==> src/rtl/poi_pkg.sv <==
// Shared constants, types and the arctangent table of the odometry integrator.
package poi_pkg;

    localparam int FRAC_BITS = 16;
    localparam int CORDIC_STEPS_DEF = 24;

    localparam int IN_W = 24;
    localparam int DT_W = 16;
    localparam int EPS_W = 16;
    localparam int POSE_W = 40;
    localparam int HEAD_W = 32;

    localparam int DV_W = IN_W + 1;
    localparam int SC_FRAC = 30;
    localparam int SC_W = 32;
    localparam int CZ_W = 34;
    localparam int OP_W = 34;
    localparam int ACC_W = 64;
    localparam int EX_W = 28;
    localparam int NUM_W = 60;
    localparam int DEN_W = DV_W + SC_FRAC - FRAC_BITS;

    localparam int S_TDATA_W = 88;
    localparam int M_TDATA_W = 112;

    localparam logic [EPS_W-1:0] EPS_RESET = 16'd7;
    localparam logic signed [OP_W-1:0] INV_TWO_PI_BA = 34'sd683565276;
    localparam logic signed [CZ_W-1:0] CORDIC_INV_GAIN = 34'sd652032874;
    localparam logic signed [ACC_W-1:0] RND_F = ACC_W'(64'sd1 <<< (FRAC_BITS - 1));
    localparam logic signed [ACC_W-1:0] RND_SC = ACC_W'(64'sd1 <<< (SC_FRAC - 1));
    localparam logic signed [SC_W:0] ONE_SC = 33'sd1073741824;

    typedef struct packed {
        logic en;
        logic load;
        logic neg;
    } mac_ctl_t;

    function automatic logic [31:0] atan_ba(input logic [4:0] idx);
        logic [31:0] r;
        unique case (idx)
            5'd0:  r = 32'h20000000;
            5'd1:  r = 32'h12E4051E;
            5'd2:  r = 32'h09FB385B;
            5'd3:  r = 32'h051111D4;
            5'd4:  r = 32'h028B0D43;
            5'd5:  r = 32'h0145D7E1;
            5'd6:  r = 32'h00A2F61E;
            5'd7:  r = 32'h00517C55;
            5'd8:  r = 32'h0028BE53;
            5'd9:  r = 32'h00145F2F;
            5'd10: r = 32'h000A2F98;
            5'd11: r = 32'h000517CC;
            5'd12: r = 32'h00028BE6;
            5'd13: r = 32'h000145F3;
            5'd14: r = 32'h0000A2FA;
            5'd15: r = 32'h0000517D;
            5'd16: r = 32'h000028BE;
            5'd17: r = 32'h0000145F;
            5'd18: r = 32'h00000A30;
            5'd19: r = 32'h00000518;
            5'd20: r = 32'h0000028C;
            5'd21: r = 32'h00000146;
            5'd22: r = 32'h000000A3;
            5'd23: r = 32'h00000051;
            5'd24: r = 32'h00000029;
            5'd25: r = 32'h00000014;
            5'd26: r = 32'h0000000A;
            5'd27: r = 32'h00000005;
            5'd28: r = 32'h00000003;
            5'd29: r = 32'h00000001;
            5'd30: r = 32'h00000001;
            5'd31: r = 32'h00000000;
        endcase
        return r;
    endfunction

endpackage

==> src/rtl/poi_mac.sv <==
// Shared signed multiplier with a registered product and an accumulator.
module poi_mac (
    input  logic                                clk,
    input  logic                                rst_n,
    input  poi_pkg::mac_ctl_t                   ctl,
    input  logic signed [poi_pkg::OP_W-1:0]     a,
    input  logic signed [poi_pkg::OP_W-1:0]     b,
    input  logic signed [poi_pkg::ACC_W-1:0]    init,
    output logic signed [poi_pkg::ACC_W-1:0]    acc
);

    logic signed [2*poi_pkg::OP_W-1:0]  prod_full;
    logic signed [poi_pkg::ACC_W-1:0]   prod_reg;
    logic signed [poi_pkg::ACC_W-1:0]   init_reg;
    poi_pkg::mac_ctl_t                  ctl_reg;
    logic signed [poi_pkg::ACC_W-1:0]   acc_reg;
    logic signed [poi_pkg::ACC_W-1:0]   acc_next;
    logic signed [poi_pkg::ACC_W-1:0]   base;

    assign prod_full = a * b;

    always_comb
    begin
        base = ctl_reg.load ? init_reg : acc_reg;
        if (!ctl_reg.en)
        begin
            acc_next = acc_reg;
        end
        else if (ctl_reg.neg)
        begin
            acc_next = base - prod_reg;
        end
        else
        begin
            acc_next = base + prod_reg;
        end
    end

    always_ff @(posedge clk or negedge rst_n)
    begin
        if (!rst_n)
        begin
            ctl_reg <= '0;
        end
        else
        begin
            ctl_reg <= ctl;
        end
    end

    always_ff @(posedge clk)
    begin
        prod_reg <= prod_full[poi_pkg::ACC_W-1:0];
        init_reg <= init;
        acc_reg  <= acc_next;
    end

    assign acc = acc_reg;

endmodule

==> config.mk <==
export PLATFORM = sky130hd
export DESIGN_NAME = poi_mac
export DESIGN_NICKNAME = d
export VERILOG_FILES = /design/src/rtl/poi_pkg.sv /design/src/rtl/poi_mac.sv
export SDC_FILE = /design/constraint.sdc
export NUM_CORES = 2
export LEC_CHECK = 0
export ABC_AREA = 1
export BUFFER_PORTS_ARGS = -buffer_cell sky130_fd_sc_hd__buf_2
export CAP_MARGIN = 20
export CORE_MARGIN = 8
export CORE_UTILIZATION = 40
export DETAILED_ROUTE_END_ITERATION = 6
export PLACE_DENSITY_LB_ADDON = 0.08
export SLEW_MARGIN = 5
export SYNTH_ARGS = -nofsm -noshare
export SYNTH_HDL_FRONTEND = slang
export SYNTH_SLANG_ARGS = --single-unit
==> constraint.sdc <==
create_clock -name clk -period 5.48 [get_ports clk]
set_clock_uncertainty 0.2 [all_clocks]
set_input_delay 0.274 -clock clk [delete_from_list [all_inputs] [get_ports clk]]
set_output_delay 0.274 -clock clk [all_outputs]
set_load 0.05 [all_outputs]
==> Flow_metrics.wiki <==
{| class="wikitable"
! Metric !! Value
|-
| Status || complete, but fails checks
|-
| Violated checks || negative setup slack
|-
| Number of enable flip-flop cells after synthesis || between 60 and 70
|-
| Final number of hold-violating endpoints || 0
|-
| Endpoints failing setup || 54
|-
| Clock transition time at the flip-flop clock pins of the worst setup and hold paths || ~0.08 ns
|-
| Max Cap Violations || 0
|-
| Via total after detailed routing || ~46,000
|-
| Worst Slack Setup Final || -1.01 ns
|-
| Placed Instance Area || ~63,000 um2
|-
| Final non-filler cell area || 69,900 um2
|-
| Critical Path RT || about 5.7 ns
|-
| Leftover overflow at the end of global routing || 0
|-
| CTS tree || yes
|-
| Number of max-slew violations in the final report || 0
|-
| Half-perimeter wire length after placement || about 160 mm
|-
| Cell chosen for the clock root || sky130_fd_sc_hd__clkbuf_16
|-
| Tightest Hold Check Type || primary input to register
|-
| Number of cells on the worst hold path || 2
|-
| Overall global routing resource usage || 25.5%
|-
| Highest attainable clock frequency || roughly 150 MHz
|-
| Stages on the worst setup path || 27
|-
| Area growth, synth to finish || 27.9%
|-
| Clock sinks || slightly below 200
|-
| Proportion of layout cells with a drive suffix above 1 || 23.3%
|-
| Detailed-routing iteration count for the pre-antenna-repair pass || 6
|-
| Number of input and output port buffers inserted || 200
|-
| Yosys Warn Count || 0
|-
| Routed wire length || 189 mm
|-
| Placer congestion estimate || about 0.93
|-
| Worst setup path category || primary input to register
|-
| Ratio of final minimum period to clock period || 119%
|-
| Number of buffers on the longest clock path || 2
|-
| I/O Pins || 201
|-
| Synthesized area divided by synthesized cell count || 7.68 um2
|-
| Fin nets || between 9,000 and 10,000
|-
| Most common library cell in the layout ignoring fill and taps || sky130_fd_sc_hd__inv_1
|-
| RSZ-0062 raised after global routing || true
|-
| Number of filler instances in the final layout || approximately 13,000
|-
| Die Height || roughly 390 um
|-
| Maximum fanout along the worst path || 8
|-
| Post-synthesis async set-or-reset flop share || under 10%
|-
| Arrival time reported for the critical path endpoint || 6.68 ns
|-
| Die area || between 100,000 and 150,000 um2
|-
| Predominant post-synthesis flop cell || sky130_fd_sc_hd__dfxtp_1
|-
| Insertion delay to the later sink of the worst-skew pair || slightly below 0.5 ns
|-
| Most frequent cells in the layout || sky130_fd_sc_hd__inv_1 (1,946), sky130_fd_sc_hd__nand2_1 (1,632), sky130_fd_sc_hd__fa_1 (1,100)
|-
| DRC errors left || 0
|-
| Flip-flop and latch count after synthesis || 195
|-
| Longest individual stage delay on the worst path || roughly 0.63 ns
|-
| Total buffers and inverters traversed by the critical path || 10
|-
| Wirelength per Cell || 19.5 um
|-
| CTS Buf Count || 17
|-
| First-pass GRT wire length || just under 300 mm
|-
| Initial antenna violation count || 3
|-
| Category of the worst setup path launch point || primary input
|-
| Synthesized instance count || ~7,100
|-
| Slew Limit Headroom || about 44%
|-
| Worst-margin pin slew || between 0.8 and 0.9 ns
|-
| Largest net degree at the start of global routing || slightly above 60
|-
| Number of global-route vias before repair || slightly below 50,000
|-
| Final worst path period need || 6.49 ns
|-
| Cell family with the largest share of critical-path delay || adder cells
|-
| Floorplan core area || 136,000 um2
|-
| Starting Density || 40.3%
|-
| Reg2Reg Depth || 24
|-
| Site Rows || around 140
|-
| Synthesized cell area || around 55,000 um2
|-
| Horizontal die dimension || just under 400 um
|-
| Net count after synthesis || just under 9,000
|-
| Number of vias per cell || 4.78
|-
| Number of nets with antenna violations after detailed routing || 0
|-
| Distinct cell type count of the synthesized netlist || 54
|-
| Diodes inserted || 0
|-
| Fin Setup TNS || -40.69 ns
|-
| Clock H-tree levels || 4
|-
| Capturing element type of the critical path || register
|-
| Initial drt markers || about 2,800
|-
| Critical Path Slowest Stage Cell || sky130_fd_sc_hd__fa_2
|-
| Fraction of the yosys area taken by sequential cells || around 8.3%
|}
-- area by class of cell --
type                    count  area [um2]  area share [%]
multi-input cells        4511       44900            64.2
clock buffers              20         458           0.655
inverters                2133        8030            11.5
flip-flops and latches    195        4560            6.52
clock inverters            12         134           0.191
well taps                1781        2230            3.19
repair buffers           1003        9650            13.8
-- per-layer routing --
layer,share of wire (%),track usage [%],vias to the layer above
met5,0,0,-
met4,1.6,3.69,0
met3,4.7,2.44,135
met2,47,42.8,1007
met1,46,36.6,23300
li1,-,-,21700
-- metrics by stage --
stage	hold slack [ns]	setup WS (ns)	instances	utilization, %
final	0.212	-1.01	9655	51.6
after global placement	-0.131	-1.92	9406	46.5
after CTS	0.161	-0.975	9592	50.0
after detailed placement	-0.131	-1.90	9406	46.5
after global routing	0.187	-1.20	9655	51.6
after floorplan	-0.222	-1.15	7122	-
-- worst paths after layout --
check / from / slack (ns) / endpoint
max: a[33] / -1.01 / prod_reg[63]$_DFF_P_
min: init[32] / 0.21 / init_reg[32]$_DFF_P_
max reg2reg: prod_reg[0]$_DFF_P_ / 0.76 / acc[39]$_DFFE_PP_
min reg2reg: ctl_reg[2]$_DFF_PN0_ / 0.34 / acc[0]$_DFFE_PP_
max in group asynchronous: rst_n / 4.44 / ctl_reg[1]$_DFF_PN0_
min in group asynchronous: rst_n / 0.48 / ctl_reg[0]$_DFF_PN0_
-- Yosys cell counts, types with 3 or more instances --
cell / number / share of area, %
sky130_fd_sc_hd__o21bai_1: 18 / 0.25
sky130_fd_sc_hd__nor3_2: 3 / 0.055
sky130_fd_sc_hd__nand3_1: 147 / 1.3
sky130_fd_sc_hd__nor2_1: 394 / 2.7
sky130_fd_sc_hd__nor4_1: 7 / 0.080
sky130_fd_sc_hd__nand2_1: 1777 / 12
sky130_fd_sc_hd__ha_1: 263 / 6.0
sky130_fd_sc_hd__clkbuf_1: 272 / 1.9
sky130_fd_sc_hd__dfrtp_1: 3 / 0.14
sky130_fd_sc_hd__edfxtp_1: 64 / 3.5
sky130_fd_sc_hd__fa_1: 1193 / 44
sky130_fd_sc_hd__a21o_1: 13 / 0.18
sky130_fd_sc_hd__nand4_1: 53 / 0.61
sky130_fd_sc_hd__a21oi_1: 166 / 1.5
sky130_fd_sc_hd__o21ai_2: 3 / 0.048
sky130_fd_sc_hd__xor2_1: 133 / 2.1
sky130_fd_sc_hd__mux2_2: 63 / 1.3
sky130_fd_sc_hd__nand3b_1: 6 / 0.082
sky130_fd_sc_hd__o21ai_1: 4 / 0.037
sky130_fd_sc_hd__nor3_1: 51 / 0.47
sky130_fd_sc_hd__nand2_2: 3 / 0.034
sky130_fd_sc_hd__or2_2: 8 / 0.092
sky130_fd_sc_hd__dfxtp_1: 128 / 4.7
sky130_fd_sc_hd__inv_1: 2125 / 15
sky130_fd_sc_hd__a31oi_1: 16 / 0.18
sky130_fd_sc_hd__o21ai_0: 143 / 1.3
sky130_fd_sc_hd__o21a_1: 4 / 0.055
sky130_fd_sc_hd__xnor2_1: 12 / 0.19
sky130_fd_sc_hd__inv_2: 7 / 0.048
sky130_fd_sc_hd__buf_1: 9 / 0.062
-- repair_timing --
action	in CTS	in global routing
pin swaps	249	303
gates resized for setup	724	433
endpoints found under the hold margin	70	0
setup buffers	76	59
cloned	11	8
setup endpoints to repair	54	54
hold buffers	69	0
-- logic make-up after synthesis --
group	after synthesis	synth area share, %
simple gates	2469	18.0
buf+inv	2416	16.6
fa+ha+maj	1456	49.7
compound gates	377	3.73
flops	195	8.34
xor+xnor	145	2.32
mux	64	1.32
Power is left out: the tool's default activity adds up to more than one toggle a clock period on the data nets, which glitch-free logic cannot reach.
