## src/rtl/poi_pkg.sv

```systemverilog
// Shared constants, types and the arctangent table of the odometry integrator.
package poi_pkg;

    localparam int FRAC_BITS = 16;
    localparam int CORDIC_STEPS_DEF = 24;

    localparam int IN_W = 24;
    localparam int DT_W = 16;
    localparam int EPS_W = 16;
    localparam int POSE_W = 40;
    localparam int HEAD_W = 32;

    localparam int DV_W = IN_W + 1;
    localparam int SC_FRAC = 30;
    localparam int SC_W = 32;
    localparam int CZ_W = 34;
    localparam int OP_W = 34;
    localparam int ACC_W = 64;
    localparam int EX_W = 28;
    localparam int NUM_W = 60;
    localparam int DEN_W = DV_W + SC_FRAC - FRAC_BITS;

    localparam int S_TDATA_W = 88;
    localparam int M_TDATA_W = 112;

    localparam logic [EPS_W-1:0] EPS_RESET = 16'd7;
    localparam logic signed [OP_W-1:0] INV_TWO_PI_BA = 34'sd683565276;
    localparam logic signed [CZ_W-1:0] CORDIC_INV_GAIN = 34'sd652032874;
    localparam logic signed [ACC_W-1:0] RND_F = ACC_W'(64'sd1 <<< (FRAC_BITS - 1));
    localparam logic signed [ACC_W-1:0] RND_SC = ACC_W'(64'sd1 <<< (SC_FRAC - 1));
    localparam logic signed [SC_W:0] ONE_SC = 33'sd1073741824;

    typedef struct packed {
        logic en;
        logic load;
        logic neg;
    } mac_ctl_t;

    function automatic logic [31:0] atan_ba(input logic [4:0] idx);
        logic [31:0] r;
        unique case (idx)
            5'd0:  r = 32'h20000000;
            5'd1:  r = 32'h12E4051E;
            5'd2:  r = 32'h09FB385B;
            5'd3:  r = 32'h051111D4;
            5'd4:  r = 32'h028B0D43;
            5'd5:  r = 32'h0145D7E1;
            5'd6:  r = 32'h00A2F61E;
            5'd7:  r = 32'h00517C55;
            5'd8:  r = 32'h0028BE53;
            5'd9:  r = 32'h00145F2F;
            5'd10: r = 32'h000A2F98;
            5'd11: r = 32'h000517CC;
            5'd12: r = 32'h00028BE6;
            5'd13: r = 32'h000145F3;
            5'd14: r = 32'h0000A2FA;
            5'd15: r = 32'h0000517D;
            5'd16: r = 32'h000028BE;
            5'd17: r = 32'h0000145F;
            5'd18: r = 32'h00000A30;
            5'd19: r = 32'h00000518;
            5'd20: r = 32'h0000028C;
            5'd21: r = 32'h00000146;
            5'd22: r = 32'h000000A3;
            5'd23: r = 32'h00000051;
            5'd24: r = 32'h00000029;
            5'd25: r = 32'h00000014;
            5'd26: r = 32'h0000000A;
            5'd27: r = 32'h00000005;
            5'd28: r = 32'h00000003;
            5'd29: r = 32'h00000001;
            5'd30: r = 32'h00000001;
            5'd31: r = 32'h00000000;
        endcase
        return r;
    endfunction

endpackage

```

## src/rtl/poi_div.sv

```systemverilog
// Bit-serial restoring divider giving the signed quotient rounded half away from zero.
module poi_div (
    input  logic                               clk,
    input  logic                               rst_n,
    input  logic                               start,
    input  logic signed [poi_pkg::NUM_W-1:0]   num,
    input  logic signed [poi_pkg::DEN_W-1:0]   den,
    output logic                               done,
    output logic signed [poi_pkg::EX_W-1:0]    quo
);

    localparam int CNT_W = $clog2(poi_pkg::NUM_W + 1);

    logic                           run_reg;
    logic                           done_reg;
    logic [CNT_W-1:0]               cnt_reg;
    logic                           neg_reg;
    logic [poi_pkg::NUM_W-1:0]      n_reg;
    logic [poi_pkg::DEN_W-1:0]      d_reg;
    logic [poi_pkg::DEN_W-1:0]      rem_reg;
    logic [poi_pkg::NUM_W-1:0]      num_abs;
    logic [poi_pkg::DEN_W-1:0]      den_abs;
    logic [poi_pkg::DEN_W:0]        trial;
    logic                           qbit;
    logic [poi_pkg::DEN_W:0]        diff;
    logic [poi_pkg::EX_W-1:0]       q_mag;

    assign num_abs = num[poi_pkg::NUM_W-1] ? -num : num;
    assign den_abs = den[poi_pkg::DEN_W-1] ? -den : den;
    assign trial   = {rem_reg, n_reg[poi_pkg::NUM_W-1]};
    assign qbit    = trial >= {1'b0, d_reg};
    assign diff    = trial - {1'b0, d_reg};

    always_ff @(posedge clk or negedge rst_n)
    begin
        if (!rst_n)
        begin
            run_reg  <= 1'b0;
            done_reg <= 1'b0;
            cnt_reg  <= '0;
        end
        else
        begin
            done_reg <= 1'b0;
            if (start)
            begin
                run_reg <= 1'b1;
                cnt_reg <= '0;
            end
            else if (run_reg)
            begin
                cnt_reg <= cnt_reg + 1'b1;
                if (cnt_reg == CNT_W'(poi_pkg::NUM_W - 1))
                begin
                    run_reg  <= 1'b0;
                    done_reg <= 1'b1;
                end
            end
        end
    end

    // The dividend register collects the quotient bits as it shifts out.
    always_ff @(posedge clk)
    begin
        if (start)
        begin
            n_reg   <= num_abs + poi_pkg::NUM_W'(den_abs >> 1);
            d_reg   <= den_abs;
            rem_reg <= '0;
            neg_reg <= num[poi_pkg::NUM_W-1] ^ den[poi_pkg::DEN_W-1];
        end
        else if (run_reg)
        begin
            rem_reg <= qbit ? diff[poi_pkg::DEN_W-1:0] : trial[poi_pkg::DEN_W-1:0];
            n_reg   <= {n_reg[poi_pkg::NUM_W-2:0], qbit};
        end
    end

    assign q_mag = n_reg[poi_pkg::EX_W-1:0];
    assign quo   = neg_reg ? -signed'(q_mag) : signed'(q_mag);
    assign done  = done_reg;

endmodule
```

## config.mk

```make
export PLATFORM = sky130hd
export DESIGN_NAME = poi_div
export DESIGN_NICKNAME = d
export VERILOG_FILES = /design/src/rtl/poi_pkg.sv /design/src/rtl/poi_div.sv
export SDC_FILE = /design/constraint.sdc
export NUM_CORES = 1
export LEC_CHECK = 0
export BUFFER_PORTS_ARGS = -buffer_cell sky130_fd_sc_hd__buf_4
export CORE_ASPECT_RATIO = 0.6
export CORE_MARGIN = 2
export CORE_UTILIZATION = 45
export DETAILED_ROUTE_END_ITERATION = 6
export PLACE_DENSITY_LB_ADDON = 0.1
export SYNTH_ARGS = -nofsm -noshare
export SYNTH_HDL_FRONTEND = slang
export SYNTH_SLANG_ARGS = --single-unit
```

## constraint.sdc

```tcl
create_clock -name clk -period 4.4 [get_ports clk]
set_clock_uncertainty 0.2 [all_clocks]
set_input_delay 0.22 -clock clk [delete_from_list [all_inputs] [get_ports clk]]
set_output_delay 0.22 -clock clk [all_outputs]
set_load 0.01 [all_outputs]
```

==> run_results.csv <==
group,metric,value,unit
run_status,status,"complete, but fails checks",
run_status,violations,"setup timing",
floorplan,core,29900,µm²
floorplan,dieArea,31800,µm²
placed_design,portBuffers,130,
critical_path,slowest_delay,0.50,ns
global_route,grtUsageTotal,28.5,%
critical_path,timing.rr.start,"n_reg[59]",
worst_hold_path,min_path_type,"in -> reg",
critical_path,rr_worst_depth,14,
synth,synth_area_leaders,"edfxtp_1 22%, xnor2_1 9.1%, ha_1 7.3%, dfxtp_1 5.7%, a21oi_1 4.1%",
worst_hold_path,worstHoldPathCells,3,
global_route,grt_max_degree,57,
synth,synth_top_cell_by_area,"edfxtp_1",
cells_and_area,final_layout_size_suffix_gt1_share,33.6,%
global_route,antenna_found_initial,0,
synth,yosysWarnings,0,
critical_path,cp.required,4.41,ns
detailed_routing,route.vias.total,14000,
flow_run,drv_cap,0,
global_route,grt_pass1_vias,13200,
sta,fin_ws,-0.233,ns
floorplan,die_h,139,µm
cells_and_area,nNetsFinal,2185,
cells_and_area,syn_to_final_growth,38.7,%
synth,synth_fp_nets,1752,
cells_and_area,fill_cells,2592,
detailed_routing,via_per_inst,5.77,
synth,syn_area,13700,µm²
power,ir_drop,0.000320,V
worst_hold_path,min_from,"den[31]",
critical_path,r2r-end,"rem_reg[36]",
sta,drv_slew,0,
clock_network,clkLatencyLatePin,0.46,ns
critical_path,crit_path_frequent_cell,"buf_4",
placed_design,place_congestion,0.957,
global_route,grt_pass1_wl,71800,µm
detailed_routing,drcViolationCount,0,
sta,rsz0062_at_grt,"true",
critical_path,crit_fanout,8,
worst_hold_path,worstHoldEndpoint,"d_reg[31]",
clock_network,cts_sinks,147,
cells_and_area,layout_common_cells,"453 x buf_4, 132 x xnor2_1, 111 x nor2_1",
power,leakage,8.15,nW
sta,fin_crit_sh,105,%
clock_network,clk_pin_slew_worst_paths,0.07,ns
sta,setup_violations,35,
sta,period_minus_slack,4.63,ns
power,share_clk_of_total_power,18.9,%
power,seq_power_share,27.5,%
critical_path,r2r_slack,0.24,ns
sta,slew_headroom,30.1,%
clock_network,clockRootBuffer,"clkbuf_16",
power,p_int,4.78,mW
sta,finalHoldViolCount,0,
detailed_routing,drt-total-wl,46700,µm
synth,yosysSeqAreaShare,29.2,%
critical_path,worstSetupPathType,"in -> reg",
placed_design,placed_cells,2334,
critical_path,slowest_stage,"a311o_2",
detailed_routing,dr.pass1.iters,5,
synth,synth_edf_count,100,
synth,avgSynthCellArea,8.71,µm²
power,comb_power_share,53.6,%
critical_path,crit_chain,"buf_6 -> or2_1 -> or4_4 -> buf_4 -> nand2_1 -> xnor2_2 -> ha_1 -> o21ai_0 -> o21bai_1 -> o41a_1 -> a211o_1 -> a221o_1 -> a41oi_2 -> buf_4 -> a211oi_4 -> a311o_2 -> nand4_1 -> xor2_1 -> mux2_4",
floorplan,io_pins,131,
placed_design,dp_hpwl,35600,µm
clock_network,cts_max_level,4,
detailed_routing,drt-initial-drc-count,1346,
critical_path,worstPathArrival,4.64,ns
clock_network,cts_tree,"done",
critical_path,endpoint_kind,"flip-flop",
detailed_routing,routedWlPerCell,19.2,µm
synth,synthCells,1568,
placed_design,place_area,17200,µm²
power,power_density,417,nW/µm²
synth,synth_top_area_share,22.0,%
synth,synthArstFlopShare,5.44,%
sta,hold_slack,0.0299,ns
critical_path,path_delay_family,"compound AO/OA/AOI/OAI gates",
clock_network,clockBufferDepth,2,
synth,ys.flop_type,"edfxtp_1",
sta,clock.fmax,0.216,GHz
global_route,grt-ovfl-total,0,
synth,ys_ff_latch,147,
clock_network,cts_buffers,17,
critical_path,cp-start-kind,"primary input",
synth,yosysUniqueCellTypes,95,
cells_and_area,largest_reg_flops,60,
floorplan,num_rows,49,
floorplan,die_width,229,µm
floorplan,start_util,45.7,%
critical_path,path_buf_inv,3,
power,swShare,39.5,%
power,p_sw,3.12,mW
cells_and_area,final_cell_count_no_fill,2425,
sta,worst_pin_slew,1.05,ns
cells_and_area,layout_commonest_cell,"buf_4",
cells_and_area,final_area,19000,µm²
detailed_routing,ant_nets,0,
-- cell type report --
cell class | instances | area [µm²] | area share [%]
Timing Repair Buffer | 487 | 3810 | 20.1
Inverter | 85 | 322 | 1.70
Antenna cell | 3 | 7.51 | 0.0396
Tap cell | 408 | 510 | 2.69
Multi-Input combinational cell | 1263 | 9740 | 51.4
Clock inverter | 10 | 93.8 | 0.495
Clock buffer | 22 | 490 | 2.59
Sequential cell | 147 | 3990 | 21.0
-- through the flow --
| step | setup TNS [ns] | setup WS (ns) | utilization, % | total power [mW] |
|---|---|---|---|---|
| floorplan | -3.94 | -0.286 | - | 4.54 |
| global placement | -20.20 | -0.815 | 57.5 | 5.93 |
| detailed placement | -24.61 | -0.966 | 57.5 | 5.99 |
| CTS | -1.78 | -0.192 | 61.1 | 7.63 |
| global route | -7.83 | -0.348 | 63.3 | 8.39 |
| finish | -4.09 | -0.233 | 63.3 | 7.90 |
-- power by group through the flow --
stage / Sequential [mW] / Clock [mW] / Combinational (mW)
detailed placement: 2.19 / 0 / 3.80
global placement: 2.18 / 0 / 3.75
CTS: 2.17 / 1.51 / 3.95
floorplan: 2.09 / 0 / 2.45
finish: 2.18 / 1.49 / 4.23
global route: 2.22 / 1.57 / 4.59
-- layer usage --
| metal | up-vias | wire, µm | GRT usage (%) |
|---|---|---|---|
| met1 | 6653 | 22000 | 41.4 |
| met4 | 0 | 1110 | 8.20 |
| met3 | 62 | 4170 | 7.28 |
| met2 | 521 | 19300 | 41.7 |
| li1 | 6757 | - | - |
| met5 | - | 0 | 0 |
-- worst min-delay path: cells and delay by family --
family,cells,cell delay [ns]
buffers and inverters,2,0.21
XOR/XNOR,1,0.15
-- synthesized netlist by cell type (all sizes together), types with 5 or more instances --
library cell  number
nand2            107
xnor2            144
dfrtp              8
and3               9
a22o               5
nor2             115
nand3b             7
o311ai             8
o31ai             47
dfxtp             39
mux2              26
a21oi            113
nor4              26
o31a               5
o41ai             25
o211ai            13
a211oi            39
mux2i              9
nor2b             11
nand4b             6
o21a               8
nor3b              6
inv               85
edfxtp           100
xor2              63
nand2b            20
buf               21
clkbuf            54
nand4             25
or3               19
o21ai             88
nor3              32
nand3             32
a41oi              7
o21bai            17
or2               11
a211o              8
a21o              41
or4               18
ha                80
a31oi             11
and2               6
-- timing repair --
item,4_1_cts,5_1_grt
hold endpoints to repair,15,0
pin swaps,31,53
gates resized for setup,45,96
setup buffers,23,23
gates cloned,1,2
hold buffers,9,0
endpoints found under the setup margin,30,78
-- cell families (layout without fill, tap and decap cells) --
family                     count (synthesis)  after routing  synth area share [%]
and+or+nand+nor                          462            462                  17.9
adders and majority gates                 83             83                  7.69
muxes                                     35             35                  2.80
buffers and inverters                    160            604                  4.60
AOI/OAI and AO/OA                        474            476                  24.4
other                                      0              3                     0
xor gates and xnor gates                 207            207                  13.4
DFF                                      147            147                  29.2
-- worst max path at each step --
stage	start	endpoint	cells after the start
finish	den[2]	n_reg[46]	19
global route	den[2]	n_reg[46]	19
CTS	den[2]	n_reg[54]	19
detailed placement	den[2]	n_reg[54]	18
global placement	den[2]	n_reg[46]	18
floorplan	den[2]	n_reg[46]	19
No activity file was read; power rests on OpenSTA's default activity.
